<file path="src/design/account_ledger_table_top_defines.svh">
// Assertion macros shared by the account ledger table RTL.
// Each macro expects clk_i and rst_ni to be visible in the including module.
`ifndef ACCOUNT_LEDGER_TABLE_TOP_DEFINES_SVH
`define ACCOUNT_LEDGER_TABLE_TOP_DEFINES_SVH

// Same-cycle implication, checked outside of reset.
`define ALT_ASSERT_IMP(lbl, ante, cons, msg) \
  lbl: assert property (@(posedge clk_i) disable iff (!rst_ni) (ante) |-> (cons)) \
    else $error(msg);

// Next-cycle implication, checked outside of reset.
`define ALT_ASSERT_NXT(lbl, ante, cons, msg) \
  lbl: assert property (@(posedge clk_i) disable iff (!rst_ni) (ante) |=> (cons)) \
    else $error(msg);

`endif

</file>
<file path="src/design/alt_pkg.sv">
// Shared types and constants of the account ledger table.
// No dependencies; used by alt_alu and account_ledger_table_top.
`default_nettype none

package alt_pkg;

  localparam int unsigned VAL_W      = 64;
  localparam int unsigned KIND_W     = 2;
  localparam int unsigned STATUS_W   = 3;
  localparam int unsigned IDX_OUT_W  = 8;
  localparam int unsigned IN_DATA_W  = 3 * VAL_W;
  localparam int unsigned OUT_RAW_W  = STATUS_W + IDX_OUT_W + 1 + 2 * VAL_W;
  localparam int unsigned OUT_DATA_W = ((OUT_RAW_W + 7) / 8) * 8;

  typedef enum logic [KIND_W-1:0] {
    KIND_CREDIT    = 2'd0,
    KIND_DEBIT     = 2'd1,
    KIND_CHK_NONCE = 2'd2,
    KIND_INC_NONCE = 2'd3
  } kind_e;

  typedef enum logic [STATUS_W-1:0] {
    STATUS_OK        = 3'd0,
    STATUS_FULL      = 3'd1,
    STATUS_INSUF     = 3'd2,
    STATUS_NONCE_BAD = 3'd3,
    STATUS_OVERFLOW  = 3'd4
  } status_e;

  typedef enum logic [1:0] {
    ST_IDLE   = 2'd0,
    ST_SEARCH = 2'd1,
    ST_EXEC   = 2'd2
  } state_e;

endpackage

`default_nettype wire

</file>
<file path="src/design/alt_alu.sv">
// Balance and nonce update for one ledger operation.
// Depends on alt_pkg for the operation and status codes.
`default_nettype none

module alt_alu (
  input  wire alt_pkg::kind_e           kind_i,
  input  wire logic [alt_pkg::VAL_W-1:0] amount_i,
  input  wire logic [alt_pkg::VAL_W-1:0] nonce_in_i,
  input  wire logic [alt_pkg::VAL_W-1:0] bal_i,
  input  wire logic [alt_pkg::VAL_W-1:0] nonce_i,
  output alt_pkg::status_e              status_o,
  output logic      [alt_pkg::VAL_W-1:0] bal_o,
  output logic      [alt_pkg::VAL_W-1:0] nonce_o
);

  import alt_pkg::*;

  logic [VAL_W:0] sum;

  assign sum = {1'b0, bal_i} + {1'b0, amount_i};

  always_comb begin
    status_o = STATUS_OK;
    bal_o    = bal_i;
    nonce_o  = nonce_i;
    case (kind_i)
      KIND_CREDIT: begin
        // A carry out of the top bit means the credit does not fit.
        if (sum[VAL_W]) begin
          status_o = STATUS_OVERFLOW;
        end else begin
          bal_o = sum[VAL_W-1:0];
        end
      end
      KIND_DEBIT: begin
        if (bal_i < amount_i) begin
          status_o = STATUS_INSUF;
        end else begin
          bal_o = bal_i - amount_i;
        end
      end
      KIND_CHK_NONCE: begin
        if (nonce_in_i != nonce_i) begin
          status_o = STATUS_NONCE_BAD;
        end
      end
      KIND_INC_NONCE: begin
        nonce_o = nonce_i + VAL_W'(1);
      end
      default: begin
        status_o = STATUS_OK;
      end
    endcase
  end

endmodule

`default_nettype wire

</file>
<file path="config.mk">
export PLATFORM = sky130hd
export DESIGN_NAME = alt_alu
export DESIGN_NICKNAME = d
export VERILOG_FILES = /design/src/design/account_ledger_table_top_defines.svh /design/src/design/alt_pkg.sv /design/src/design/alt_alu.sv
export SDC_FILE = /design/constraint.sdc
export NUM_CORES = 1
export LEC_CHECK = 0
export ABC_AREA = 1
export BUFFER_PORTS_ARGS = -buffer_cell sky130_fd_sc_hd__clkbuf_2
export CAP_MARGIN = 20
export CORE_MARGIN = 3
export CORE_UTILIZATION = 46
export DETAILED_ROUTE_END_ITERATION = 6
export PLACE_DENSITY = 0.69
export SYNTH_ARGS = -nofsm -noshare
export SYNTH_HDL_FRONTEND = slang
export SYNTH_SLANG_ARGS = --single-unit
</file>
<file path="constraint.sdc">
create_clock -name vclk -period 5.6
set_input_delay 0.56 -clock vclk [all_inputs]
set_output_delay 0.56 -clock vclk [all_outputs]
set_load 0.005 [all_outputs]
</file>
Word level (Yosys, flattened, before mapping)
Index checks and enable logic that the tools add are counted.
{"block": "op_classes", "addsub": 3, "magnitude_cmp": 1, "eq_ne": 4, "mux": 8, "n_reduce_logical": 1}
{"op": "$mux 64", "n": 3}
{"op": "$pmux 64 s2", "n": 1}
{"op": "$add 64x64->65", "n": 1}
{"op": "$add 64x1->64 const B", "n": 1}
{"op": "$lt 64x64->1", "n": 1}
{"op": "$ne 64x64->1", "n": 1}
{"op": "$sub 64x64->64", "n": 1}
{"op": "$pmux 3 s3", "n": 1}
{"op": "$eq 2x2->1 const B", "n": 2}
{"op": "$mux 2", "n": 2}
{"op": "$mux 3", "n": 1}
{"op": "$eq 2x1->1 const B", "n": 1}
{"op": "$logic_not 2->1", "n": 1}
{"block": "word_totals", "ff_bits": 0, "in_bits": 258, "out_inout_bits": 131}

Longest topological paths before layout
{"block": "depth", "ltp_word": 3, "depth_mapped": 21}

Worst setup path before layout
No wires, ideal clock.
{"block": "synth_path", "path_kind": "in2out", "from": "input bal_i[0] (netlist bit)", "to": "output bal_o[13] (netlist bit)", "t_arrival_ns": 2.381, "required_time_ns": 5.040, "setup_slack_ns": 2.659, "stages": 17, "path_buffers": 2, "path_cell_list": "inv_1 > ha_1 > fa_1 > nor2_1 > o21ai_1 > nand2_1 > nand2_1 > nand2_2 > nand2_2 > nand2_2 > nand2_4 > nand2_4 > buf_8 > buf_8 > nand2_1 > nand3_1 > nand3_1"}
{"block": "synth_between", "elab_chain_cells": 3}
{"element": "start, declared", "line_no": "alt_alu.sv:9", "text": "input wire logic [alt_pkg::VAL_W-1:0] bal_i,"}
{"element": "$sub 64x64->64, or another cell as far along", "line_no": "alt_alu.sv:39", "text": "bal_o = bal_i - amount_i;"}
{"element": "$mux 64 (on tied branches)", "line_no": "alt_alu.sv:36, alt_alu.sv:29"}
{"element": "$pmux 64 s2 *", "line_no": "alt_alu.sv:26", "text": "case (kind_i)"}
{"element": "end, declared", "line_no": "alt_alu.sv:12", "text": "output logic [alt_pkg::VAL_W-1:0] bal_o,"}
Mark *: on every way between the ends. The rest lies on a longest branch, timed or not.

Worst setup path in the final report
{"block": "layout_path", "from": "input bal_i[44] (netlist bit)", "to": "output bal_o[24] (netlist bit)"}
{"block": "layout_between", "elab_chain_cells": 3}
{"element": "$add 64x64->65 / $lt 64x64->1 (equally long branches)", "line_no": "alt_alu.sv:20, alt_alu.sv:36"}
{"element": "$mux 64 (on tied branches)", "line_no": "alt_alu.sv:29, alt_alu.sv:36"}
{"element": "$pmux 64 s2 *", "line_no": "alt_alu.sv:26"}
Marks and branches as above.

==> results.md <==
* Layout cells sized above 1 at 12.4%
* Via count at 24021
* Pint at 641 uW
* Critical path cell sequence: clkbuf_2 > ha_1 > nand2_2 > nor2_2 > inv_2 > nor2_2 > nand2_2 > nor3_2 > nand2_4 > nand2_4 > nand2_4 > inv_1 > nand3_1 > nand3_1 > clkbuf_2
* First-pass GRT wire length at 130000 um
* Crit-path slowest cell: ha_1
* Overall Power at 2.09 mW
* Initial antenna violation count at 2
* CP Class: input port to primary output
* RSZ-0062 raised after global routing: no
* Unique cell type count in the Yosys netlist at 39
* Routed WL at 88300 um
* Post-synthesis sequential area ratio at 0%
* Peak supply drop at 0.0504 mV
* IO Port Bufs at 389
* CP Max Fanout at 35
* Largest net degree at the start of global routing at 61
* Logic pwr share at 100.0%
* Slew Limit Fails at 0
* Switching part of the total at 69.3%
* Hold depth at 3
* Startpoint types: input port
* Final setup margin at 1070 ps
* Clock buffers at 0
* Worst Path Required at 5040 ps
* Setup TNS at 0 ps
* Final hold vios at 0
* Count leader, synth: nand2_1
* CP peak stage delay at 620 ps
* Top cells by area, synth: nand2_1 (30%), inv_1 (18%), nand3_1 (9.8%)
* Power Dens Cells at 106 nW/um^2
* Post-Syn Area at 17600 um^2
* Total of max-cap violations at 0
* Max frequency at 221 MHz
* Period minus WS final at 4530 ps
* Most frequent cells after synthesis: nand2_1 (1421), inv_1 (837), nand3_1 (343), nor2_1 (315), ha_1 (130)
* Share of the synthesized area in the top cell type at 30.3%
* Die Area at 40600 um^2
* Finished Core Util at 52.9%
* Setup violators final at 0
* First-pass iteration count of the detailed router at 7
* Clk pwr share at 0%
* Worst EP arrival at 3970 ps
* GPL Wtd Cong at 1.11
* Vias in the first global route at 22387
* LEAKAGE at 12.6 nW
* Worst slew pin tran at 881 ps
* Sequential cells at 0
* Average cell area after synthesis at 4.69 um^2
* Post-Place Cell Area at 19600 um^2
* Die Wd at 202 um
* Min-delay worst type: input port to primary output
* DR iter-0 viols at 2526
* Rel. slew slack at 41.2%
* Die H at 202 um
* Post CTS Setup Buffer Count at 0
* Top Ports at 389
* GRT overflow at 0
* Ys Warns at 0
* Post-CTS Resized at 0
* Status: completed
* Element type at the critical path end: primary output
* Routed WL per cell at 19.4 um
* Area leader, netlist: nand2_1
* Synth Net Count at 4140
* DRC violation count after routing at 0
* Dpl ws at 1170 ps
* Core ar. at 37100 um^2
* Post-synthesis cell count at 3750
* Final period util at 80.9%
* Most frequent CP cell: nand2_4
* Cell Rows at 70
* Cts hold-fix bufs at 0
* Psw at 1.45 mW
* Final ANT Viol Nets at 0
* Via/cell ratio at 5.28
* Cell area after layout at 19600 um^2
* Synthesis-to-layout area growth at 11.7%
* DP HPWL at 75900 um
* Starting Density at 47.4%
* Global Route Usage Sum at 41.3%
* Nets@finish at 4440
* Reg area at 0 um^2
* Flop pwr share at 0%
metrics by stage:
step | instances | hold slack (ps)
3_3_place_gp | 4552 | 1410
4_1_cts | 4552 | 1430
6_report | 4553 | 1420
3_5_place_dp | 4552 | 1430
5_1_grt | 4553 | 1450
2_1_floorplan | 3750 | 1180
layer usage:
layer  up-vias  global-route usage, %  wire length, um  part of all wire [%]
met4         2                   23.7             6220                   7.0
li1      11807                      -                -                     -
met1     10550                   52.8            35800                    41
met5         -                      0                9                 0.010
met3       301                   8.70             9870                    11
met2      1361                   64.1            36400                    41
power by group through the flow:
stage | clock [mW] | combinational, mW | sequential [mW]
after floorplan | 0 | 1.27 | 0
after global placement | 0 | 2.01 | 0
after detailed placement | 0 | 2.01 | 0
after CTS | 0 | 2.02 | 0
after global routing | 0.0000000239 | 2.27 | 0
final | 0.0000000239 | 2.09 | 0
path summary, 6_finish.rpt:
path,start,slack (ps),end
setup / recovery,bal_i[44],1070,bal_o[24]
hold / removal,nonce_i[60],1420,nonce_o[60]
kinds of logic (layout without fill, tap and decap cells):
family	after synthesis	count (layout)	synth area share [%]
adders and majority gates	132	132	9.48
AOI/OAI and AO/OA	193	193	5.77
and+or+nand+nor	2305	2305	54.9
xor gates and xnor gates	160	160	7.97
other	0	1	0
buffers and inverters	960	1258	21.9
worst max-delay path, delay by kind of cell:
family        cells  cell delay (ps)
simple gates     10             2020
buf+inv           4              720
fa+ha+maj         1              620
area by class of cell:
cell class         count  area [um^2]
repair buffers       398         2030
diodes                 1         2.50
multi-input cells   2790        13800
inverters            860         3230
fillers             4458        17500
well taps            504          631
placed cells by master (no fill, tap or decap), types with 2 or more instances in the layout:
master,Yosys,final
nand2_1,1421,1421
inv_1,837,837
clkbuf_2,0,389
nand3_1,343,343
nor2_1,315,313
ha_1,130,130
a21oi_1,128,128
xor2_1,101,101
nand4_1,61,61
xnor2_1,59,59
nor3_1,58,58
o21ai_0,45,45
nor2_2,28,29
nand2_2,21,21
inv_2,19,19
or2_2,16,16
nor4_1,14,14
nand3b_1,10,10
buf_4,28,8
o21bai_1,7,7
nor2_4,5,6
o21ai_1,6,6
nand2_4,6,6
clkinv_1,4,4
and2_1,3,3
a21oi_4,1,2
a21oi_2,3,2
fa_1,2,2
(Power assumes the default switching activity.)
